--- config.mk ---
export PLATFORM = sky130hd
export DESIGN_NAME = postfix_expression_evaluator
export DESIGN_NICKNAME = d
export VERILOG_FILES = /design/src/rtl/pfxev_pkg.sv /design/src/rtl/pfxev_div.sv /design/src/rtl/postfix_expression_evaluator.sv
export SDC_FILE = /design/constraint.sdc
export NUM_CORES = 2
export LEC_CHECK = 0
export BUFFER_PORTS_ARGS = -buffer_cell sky130_fd_sc_hd__buf_2
export CORE_MARGIN = 3
export CORE_UTILIZATION = 58
export CTS_CLUSTER_SIZE = 12
export DETAILED_ROUTE_END_ITERATION = 7
export PLACE_DENSITY = 0.85
export SLEW_MARGIN = 10
export SYNTH_ARGS = -nofsm -noshare
export SYNTH_HDL_FRONTEND = slang
export SYNTH_SLANG_ARGS = --single-unit
--- constraint.sdc ---
create_clock -name clk -period 8.7 [get_ports clk]
set_clock_uncertainty 0.15 [all_clocks]
set_input_delay 2.175 -clock clk [delete_from_list [all_inputs] [get_ports clk]]
set_output_delay 2.175 -clock clk [all_outputs]
set_load 0.05 [all_outputs]
--- src/rtl/pfxev_pkg.sv ---
`timescale 1ns / 1ps

package pfxev_pkg;

  localparam int DATA_W = 32;

  // expression characters
  localparam logic [7:0] SYM_ADD  = 8'h2B;
  localparam logic [7:0] SYM_SUB  = 8'h2D;
  localparam logic [7:0] SYM_MUL  = 8'h2A;
  localparam logic [7:0] SYM_DIV  = 8'h2F;
  localparam logic [7:0] SYM_ZERO = 8'h30;

  // status codes, also used as the sticky error code
  localparam logic [2:0] ST_OK      = 3'd0;
  localparam logic [2:0] ST_UNDER   = 3'd1;
  localparam logic [2:0] ST_FULL    = 3'd2;
  localparam logic [2:0] ST_DIVZERO = 3'd3;
  localparam logic [2:0] ST_DIVOVF  = 3'd4;
  localparam logic [2:0] ST_EMPTY   = 3'd5;

  localparam logic [DATA_W-1:0] INT_MIN = {1'b1, {(DATA_W-1){1'b0}}};

  typedef struct packed {
    logic [7:0] symbol;
    logic       is_last;
  } in_item_t;

  typedef struct packed {
    logic signed [DATA_W-1:0] value;
    logic [2:0]               status;
  } out_item_t;

endpackage

--- src/rtl/pfxev_div.sv ---
`timescale 1ns / 1ps

module pfxev_div (
  input  logic                         clk,
  input  logic                         rst,
  input  logic                         start,
  input  logic [pfxev_pkg::DATA_W-1:0] dividend,
  input  logic [pfxev_pkg::DATA_W-1:0] divisor,
  output logic                         done,
  output logic [pfxev_pkg::DATA_W-1:0] quotient
);
  import pfxev_pkg::*;

  localparam int CNT_W = $clog2(DATA_W);

  logic              busy;
  logic [CNT_W-1:0]  cnt;
  logic [DATA_W-1:0] quo;
  logic [DATA_W-1:0] rem;
  logic [DATA_W-1:0] dvs;
  logic              neg;
  logic [DATA_W:0]   shifted;
  logic [DATA_W:0]   diff;
  logic [DATA_W-1:0] mag_a;
  logic [DATA_W-1:0] mag_b;

  assign mag_a   = dividend[DATA_W-1] ? (~dividend + 1'b1) : dividend;
  assign mag_b   = divisor[DATA_W-1]  ? (~divisor + 1'b1)  : divisor;
  assign shifted = {rem, quo[DATA_W-1]};
  assign diff    = shifted - {1'b0, dvs};

  // one quotient bit a cycle, restoring
  always_ff @(posedge clk) begin
    if (rst) begin
      busy <= 1'b0;
      done <= 1'b0;
      cnt  <= '0;
    end else begin
      done <= 1'b0;
      if (start) begin
        busy <= 1'b1;
        cnt  <= '0;
      end else if (busy) begin
        cnt <= cnt + 1'b1;
        if (cnt == CNT_W'(DATA_W - 1)) begin
          busy <= 1'b0;
          done <= 1'b1;
        end
      end
    end
  end

  always_ff @(posedge clk) begin
    if (start) begin
      quo <= mag_a;
      rem <= '0;
      dvs <= mag_b;
      neg <= dividend[DATA_W-1] ^ divisor[DATA_W-1];
    end else if (busy) begin
      if (!diff[DATA_W]) begin
        rem <= diff[DATA_W-1:0];
        quo <= {quo[DATA_W-2:0], 1'b1};
      end else begin
        rem <= shifted[DATA_W-1:0];
        quo <= {quo[DATA_W-2:0], 1'b0};
      end
    end
  end

  assign quotient = neg ? (~quo + 1'b1) : quo;

endmodule

--- src/rtl/postfix_expression_evaluator.sv ---
`timescale 1ns / 1ps

// postfix expression evaluator: takes one expression character per transfer and
// evaluates on a value stack of STACK_DEPTH 32-bit entries. the characters + - * /
// pop two values (the deeper one is the left operand) and push the wrapped result,
// division truncating toward zero; any other byte pushes (byte - '0') as a signed
// 8-bit value sign-extended to 32 bits. the transfer marked is_last yields one
// result: the top of stack (0 when empty) and a status (sticky first error, else
// empty or ok), after which stack and error are cleared. the top of stack lives in
// a register and the rest in a single-port-read memory whose read is registered.
// an operand is pushed from idle; +, - and * go through an operator state for the
// memory read of the deeper value; a regular division then waits on the divider,
// one quotient bit a cycle. a last character then loads the result register in an
// emit state, waiting while the old result is untaken. no clearing pass after reset.

module postfix_expression_evaluator #(
  parameter int STACK_DEPTH = 64
) (
  input  logic                 clk,
  input  logic                 rst,
  input  logic                 in_valid,
  output logic                 in_stall,
  input  pfxev_pkg::in_item_t  in_data,
  output logic                 out_valid,
  input  logic                 out_stall,
  output pfxev_pkg::out_item_t out_data
);
  import pfxev_pkg::*;

  localparam int AW  = $clog2(STACK_DEPTH);
  localparam int SPW = $clog2(STACK_DEPTH + 1);

  typedef enum logic [1:0] {
    S_IDLE,
    S_OPER,
    S_DIVW,
    S_EMIT
  } state_t;

  state_t            state;
  logic [SPW-1:0]    sp;        // count of held values
  logic [2:0]        err;       // sticky first error
  logic [DATA_W-1:0] top;       // cached top of stack
  logic [7:0]        op;
  logic              last;

  // entries below the top of stack
  logic [DATA_W-1:0] mem [STACK_DEPTH];
  logic [DATA_W-1:0] rd_data;
  logic [AW-1:0]     rd_addr;
  logic [AW-1:0]     wr_addr;
  logic              wr_en;

  logic              in_xfer;
  logic              is_op;
  logic [SPW-1:0]    sp_m1;
  logic [SPW-1:0]    sp_m2;
  logic [7:0]        operand_byte;
  logic [DATA_W-1:0] operand;
  logic [DATA_W-1:0] alu_res;
  logic              div_zero;
  logic              div_ovf;
  logic              div_start;
  logic              div_done;
  logic [DATA_W-1:0] div_quo;
  logic              emit_load;
  state_t            after_item;

  assign in_stall = (state != S_IDLE);
  assign in_xfer  = in_valid && !in_stall;

  always_comb begin
    case (in_data.symbol)
      SYM_ADD, SYM_SUB, SYM_MUL, SYM_DIV: is_op = 1'b1;
      default:                            is_op = 1'b0;
    endcase
  end

  assign sp_m1        = sp - SPW'(1);
  assign sp_m2        = sp - SPW'(2);
  assign rd_addr      = sp_m2[AW-1:0];
  assign wr_addr      = sp_m1[AW-1:0];
  assign operand_byte = in_data.symbol - SYM_ZERO;
  assign operand      = {{(DATA_W-8){operand_byte[7]}}, operand_byte};

  // push spills the old top into the memory unless the stack was empty or full
  assign wr_en = in_xfer && !is_op && (sp < SPW'(STACK_DEPTH)) && (sp != '0);

  always_ff @(posedge clk) begin
    if (wr_en) begin
      mem[wr_addr] <= top;
    end
    rd_data <= mem[rd_addr];
  end

  // operator stage: left from memory, right from the cached top
  always_comb begin
    case (op)
      SYM_ADD: alu_res = rd_data + top;
      SYM_SUB: alu_res = rd_data - top;
      SYM_MUL: alu_res = rd_data * top;
      default: alu_res = '0;
    endcase
  end

  assign div_zero  = (top == '0);
  assign div_ovf   = (rd_data == INT_MIN) && (top == '1);
  assign div_start = (state == S_OPER) && (op == SYM_DIV) && !div_zero && !div_ovf;

  pfxev_div u_div (
    .clk      (clk),
    .rst      (rst),
    .start    (div_start),
    .dividend (rd_data),
    .divisor  (top),
    .done     (div_done),
    .quotient (div_quo)
  );

  assign emit_load  = (state == S_EMIT) && (!out_valid || !out_stall);
  assign after_item = last ? S_EMIT : S_IDLE;

  always_ff @(posedge clk) begin
    if (rst) begin
      state     <= S_IDLE;
      sp        <= '0;
      err       <= ST_OK;
      out_valid <= 1'b0;
    end else begin
      // a result load in the same cycle sets valid again below
      if (out_valid && !out_stall && !emit_load) begin
        out_valid <= 1'b0;
      end
      case (state)
        S_IDLE: begin
          if (in_xfer) begin
            op   <= in_data.symbol;
            last <= in_data.is_last;
            if (is_op) begin
              if (sp < SPW'(2)) begin
                if (err == ST_OK) begin
                  err <= ST_UNDER;
                end
                state <= in_data.is_last ? S_EMIT : S_IDLE;
              end else begin
                // deeper value is being read this edge
                state <= S_OPER;
              end
            end else begin
              if (sp < SPW'(STACK_DEPTH)) begin
                top <= operand;
                sp  <= sp + SPW'(1);
              end else if (err == ST_OK) begin
                err <= ST_FULL;
              end
              state <= in_data.is_last ? S_EMIT : S_IDLE;
            end
          end
        end
        S_OPER: begin
          if (op == SYM_DIV) begin
            if (div_zero) begin
              if (err == ST_OK) begin
                err <= ST_DIVZERO;
              end
              top   <= '0;
              sp    <= sp_m1;
              state <= after_item;
            end else if (div_ovf) begin
              if (err == ST_OK) begin
                err <= ST_DIVOVF;
              end
              top   <= INT_MIN;
              sp    <= sp_m1;
              state <= after_item;
            end else begin
              state <= S_DIVW;
            end
          end else begin
            top   <= alu_res;
            sp    <= sp_m1;
            state <= after_item;
          end
        end
        S_DIVW: begin
          if (div_done) begin
            top   <= div_quo;
            sp    <= sp_m1;
            state <= after_item;
          end
        end
        S_EMIT: begin
          // waits here while the previous result is still held under a stall
          if (emit_load) begin
            out_valid      <= 1'b1;
            out_data.value <= (sp != '0) ? top : '0;
            if (err != ST_OK) begin
              out_data.status <= err;
            end else if (sp == '0) begin
              out_data.status <= ST_EMPTY;
            end else begin
              out_data.status <= ST_OK;
            end
            sp    <= '0;
            err   <= ST_OK;
            state <= S_IDLE;
          end
        end
        default: begin
          state <= S_IDLE;
        end
      endcase
    end
  end

  // stack never holds more than its depth
  a_sp_bound: assert property (@(posedge clk) disable iff (rst)
    sp <= SPW'(STACK_DEPTH))
    else $error("stack count beyond depth");

  // the divider reports only while the sequencer waits for it
  a_div_done_state: assert property (@(posedge clk) disable iff (rst)
    div_done |-> (state == S_DIVW))
    else $error("divider result with no division pending");

  // loading a result clears the stack and the sticky error
  a_emit_clears: assert property (@(posedge clk) disable iff (rst)
    emit_load |=> (sp == '0) && (err == ST_OK) && out_valid)
    else $error("result load did not clear the stack");

  // an operator only reaches the memory stage with two values held
  a_oper_depth: assert property (@(posedge clk) disable iff (rst)
    (state == S_OPER) |-> (sp >= SPW'(2)))
    else $error("operator stage with fewer than two values");

endmodule
==> impl_metrics.yaml <==
floorplanning:
  die-area_sq_um: 191000
  die_y_um: 438
  start_util_pct: 58.7
  rows: 157
  coreArea_sq_um: 184000
  die_w_um: 438
  ios: 50
hold_path:
  hold_path_depth: 2
  hp-class: "reg -> reg"
  min_to: "u_div.rem[12]"
  worstHoldStart: "u_div.rem[12]"
run_status:
  violations: "DRC"
  status: "finished, violations left"
logic_synthesis:
  syn_area_sq_um: 108000
  yosys_warnings: 0
  synth-async-reset-ratio_pct: 0
  yosysSeqAreaShare_pct: 62.4
  synth_cell_types: 74
  synth_top_cells_by_area: "edfxtp_1 (61%), mux4_2 (14%), fa_1 (7.6%)"
  yosysTopAreaCell: "edfxtp_1"
  avgSynthCellArea_sq_um: 16.9
  synth.top_cell.area_share_pct: 60.8
  synth-edff-count: 2189
  syn_nets: 7020
  synth-seq-cells: 2273
  synth_cells: 6392
  synth_ff_type: "edfxtp_1"
worst_setup_path:
  reg2reg_slack_ns: 0.49
  rr_endpoint: "top[29]"
  endpoint_kind: "flop"
  critPathLaunchType: "flop"
  startpoint: "rd_data[5]"
  crit_fanout: 14
  reg2reg_from: "rd_data[5]"
  cp.required_ns: 9.11
  reg2reg_depth: 24
  worstSetupPathType: "reg -> reg"
  worstPathArrival_ns: 8.63
cts:
  clkLatencyLatePin_ns: 0.89
  path_clk_slew_ns: 0.07
  hold_buffers: 0
  htree_levels: 4
  root_buffer: "clkbuf_16"
  clock-sinks: 2273
  tritoncts: "yes"
  clockBufferDepth: 3
  post_cts_buffers: 0
  numCtsBuffers: 219
finish:
  fillers: 11702
  final_layout_size_suffix_gt1_share_pct: 19.5
  regArea_sq_um: 67400
  fin_nets: 7159
  multiInputGateArea_sq_um: 38100
  fin_cells: 9147
  syn2layout_area_growth_pct: 10.1
  fin_area_sq_um: 119000
placement:
  place_area_sq_um: 112000
  io_buffers: 49
  dp.cells: 8773
  place_hpwl_um: 183000
  place_congestion: 0.976
global_route:
  grt_pass1_vias: 65567
  antenna_found_initial: 51
  track_usage_pct: 35.1
  grt_max_degree: 141
  overflow: 0
  grt_pass1_wl_um: 475000
route:
  ant_nets: 0
  route.vias.total: 64121
  routed_wirelength_um: 331000
  wire_per_inst_um: 36.2
  first_iter_violations: 11322
  vias_per_cell: 7.01
  first_pass_iters: 8
  drc: 22
sta:
  timing.setup.tns_ns: 0
  slew_headroom_pct: 6.63
  setup_viol: 0
  worst_pin_slew_ns: 1.39
  rsz0062_at_grt: "false"
  finalCriticalPeriod_ns: 8.21
  period_share_pct: 94.4
  max_freq_ghz: 0.122
  hold_viol_final: 0
  drv_slew: 0
run:
  drv_cap: 0
## layer usage
metal	wire, um	GRT usage [%]
met5	489	0.756
met4	27500	22.8
met3	48100	12.7
met2	152000	53.3
met1	103000	42.7
## worst max-delay path, cell delays in order, from the launching register on
cell and delay (ns):
dfxtp_1 0.95, buf_4 0.37, and2_1 0.19, fa_1 0.45, fa_1 0.42, inv_1 0.11
fa_1 0.45, fa_1 0.52, inv_1 0.05, ha_1 0.28, ha_1 0.30, fa_1 0.51
fa_1 0.43, ha_1 0.33, or2_2 0.31, a21boi_0 0.15, nand3_1 0.11, a21oi_1 0.07
o31ai_1 0.42, a21oi_1 0.24, nor4_1 0.47, o41ai_1 0.15, a21o_1 0.21, xnor2_1 0.14
o21ai_0 0.10
## sequential cells by signal, summed over array words and instances (netlist names), 2 cells and up
register   count
top           32
rd_data       32
mem         2048
state          2
u_div.dvs     32
err            3
u_div.cnt      5
out_data      35
op             8
sp             7
u_div.quo     32
u_div.rem     32
## cells in the mapped netlist (all sizes together), types with 149 or more instances
cell type / n
and2: 349
nand2: 413
a21oi: 149
mux4: 654
nor2: 183
xnor2: 152
inv: 454
clkbuf: 270
fa: 410
ha: 205
edfxtp: 2189
o21ai: 171
## kinds of logic (layout without fill, tap and decap cells)
family / count (synthesis) / in the layout / share of synthesized area, %
xor+xnor: 266 / 266 / 2.16
mux: 688 / 688 / 14.0
simple gates: 1168 / 1168 / 5.34
compound gates: 572 / 572 / 3.32
fa+ha+maj: 615 / 615 / 9.97
buf+inv: 810 / 1065 / 2.84
other cells: 0 / 36 / 0
flops: 2273 / 2273 / 62.4
## placed cells by master (no fill, tap or decap), drive strengths merged, types with 29 or more instances in the layout
master  netlist  final
nand3        32     32
nor3         43     43
o31ai        34     34
xor2        114    114
a21o         37     37
clkinv        0     31
dfxtp        84     84
fa          410    410
nand2       413    413
edfxtp     2189   2189
a21oi       149    149
and2        349    349
clkbuf      270    296
diode         0     36
a211oi       29     29
ha          205    205
nor2        183    183
xnor2       152    152
buf          86    274
mux4        654    654
inv         454    458
o21ai       171    171
## metrics by stage
stage	utilization [%]	hold slack, ns	worst slack, ns
4_1_cts	64.5	0.341	0.386
3_5_place_dp	61.0	0.332	0.450
3_3_place_gp	61.0	0.329	0.652
5_1_grt	64.6	0.359	0.224
2_1_floorplan	-	0.290	0.355
6_report	64.6	0.349	0.485
## worst max-delay path by stage
stage | slack [ns] | cells after the start | endpoint
4_1_cts | 0.39 | 21 | top[30]
3_3_place_gp | 0.65 | 25 | top[30]
2_1_floorplan | 0.35 | 26 | top[30]
5_1_grt | 0.22 | 21 | top[30]
3_5_place_dp | 0.45 | 21 | top[30]
6_report | 0.49 | 24 | top[29]
## area by class of cell
type	instances	area share, %
flip-flops and latches	2273	56.7
well taps	2464	2.59
diodes	36	0.0758
multi-input cells	3309	32.1
clock inverters	41	0.441
repair buffers	274	1.72
clock buffers	296	4.97
inverters	454	1.43
## what timing repair did
item / 4_1_cts / 5_1_grt
endpoints found under the setup margin: 0 / 1
endpoints found under the hold margin: 0 / 0
gates resized for setup: 0 / 1
Power is not shown: default switching activity piles up to over one toggle a cycle in this logic, so the estimate is an artifact.
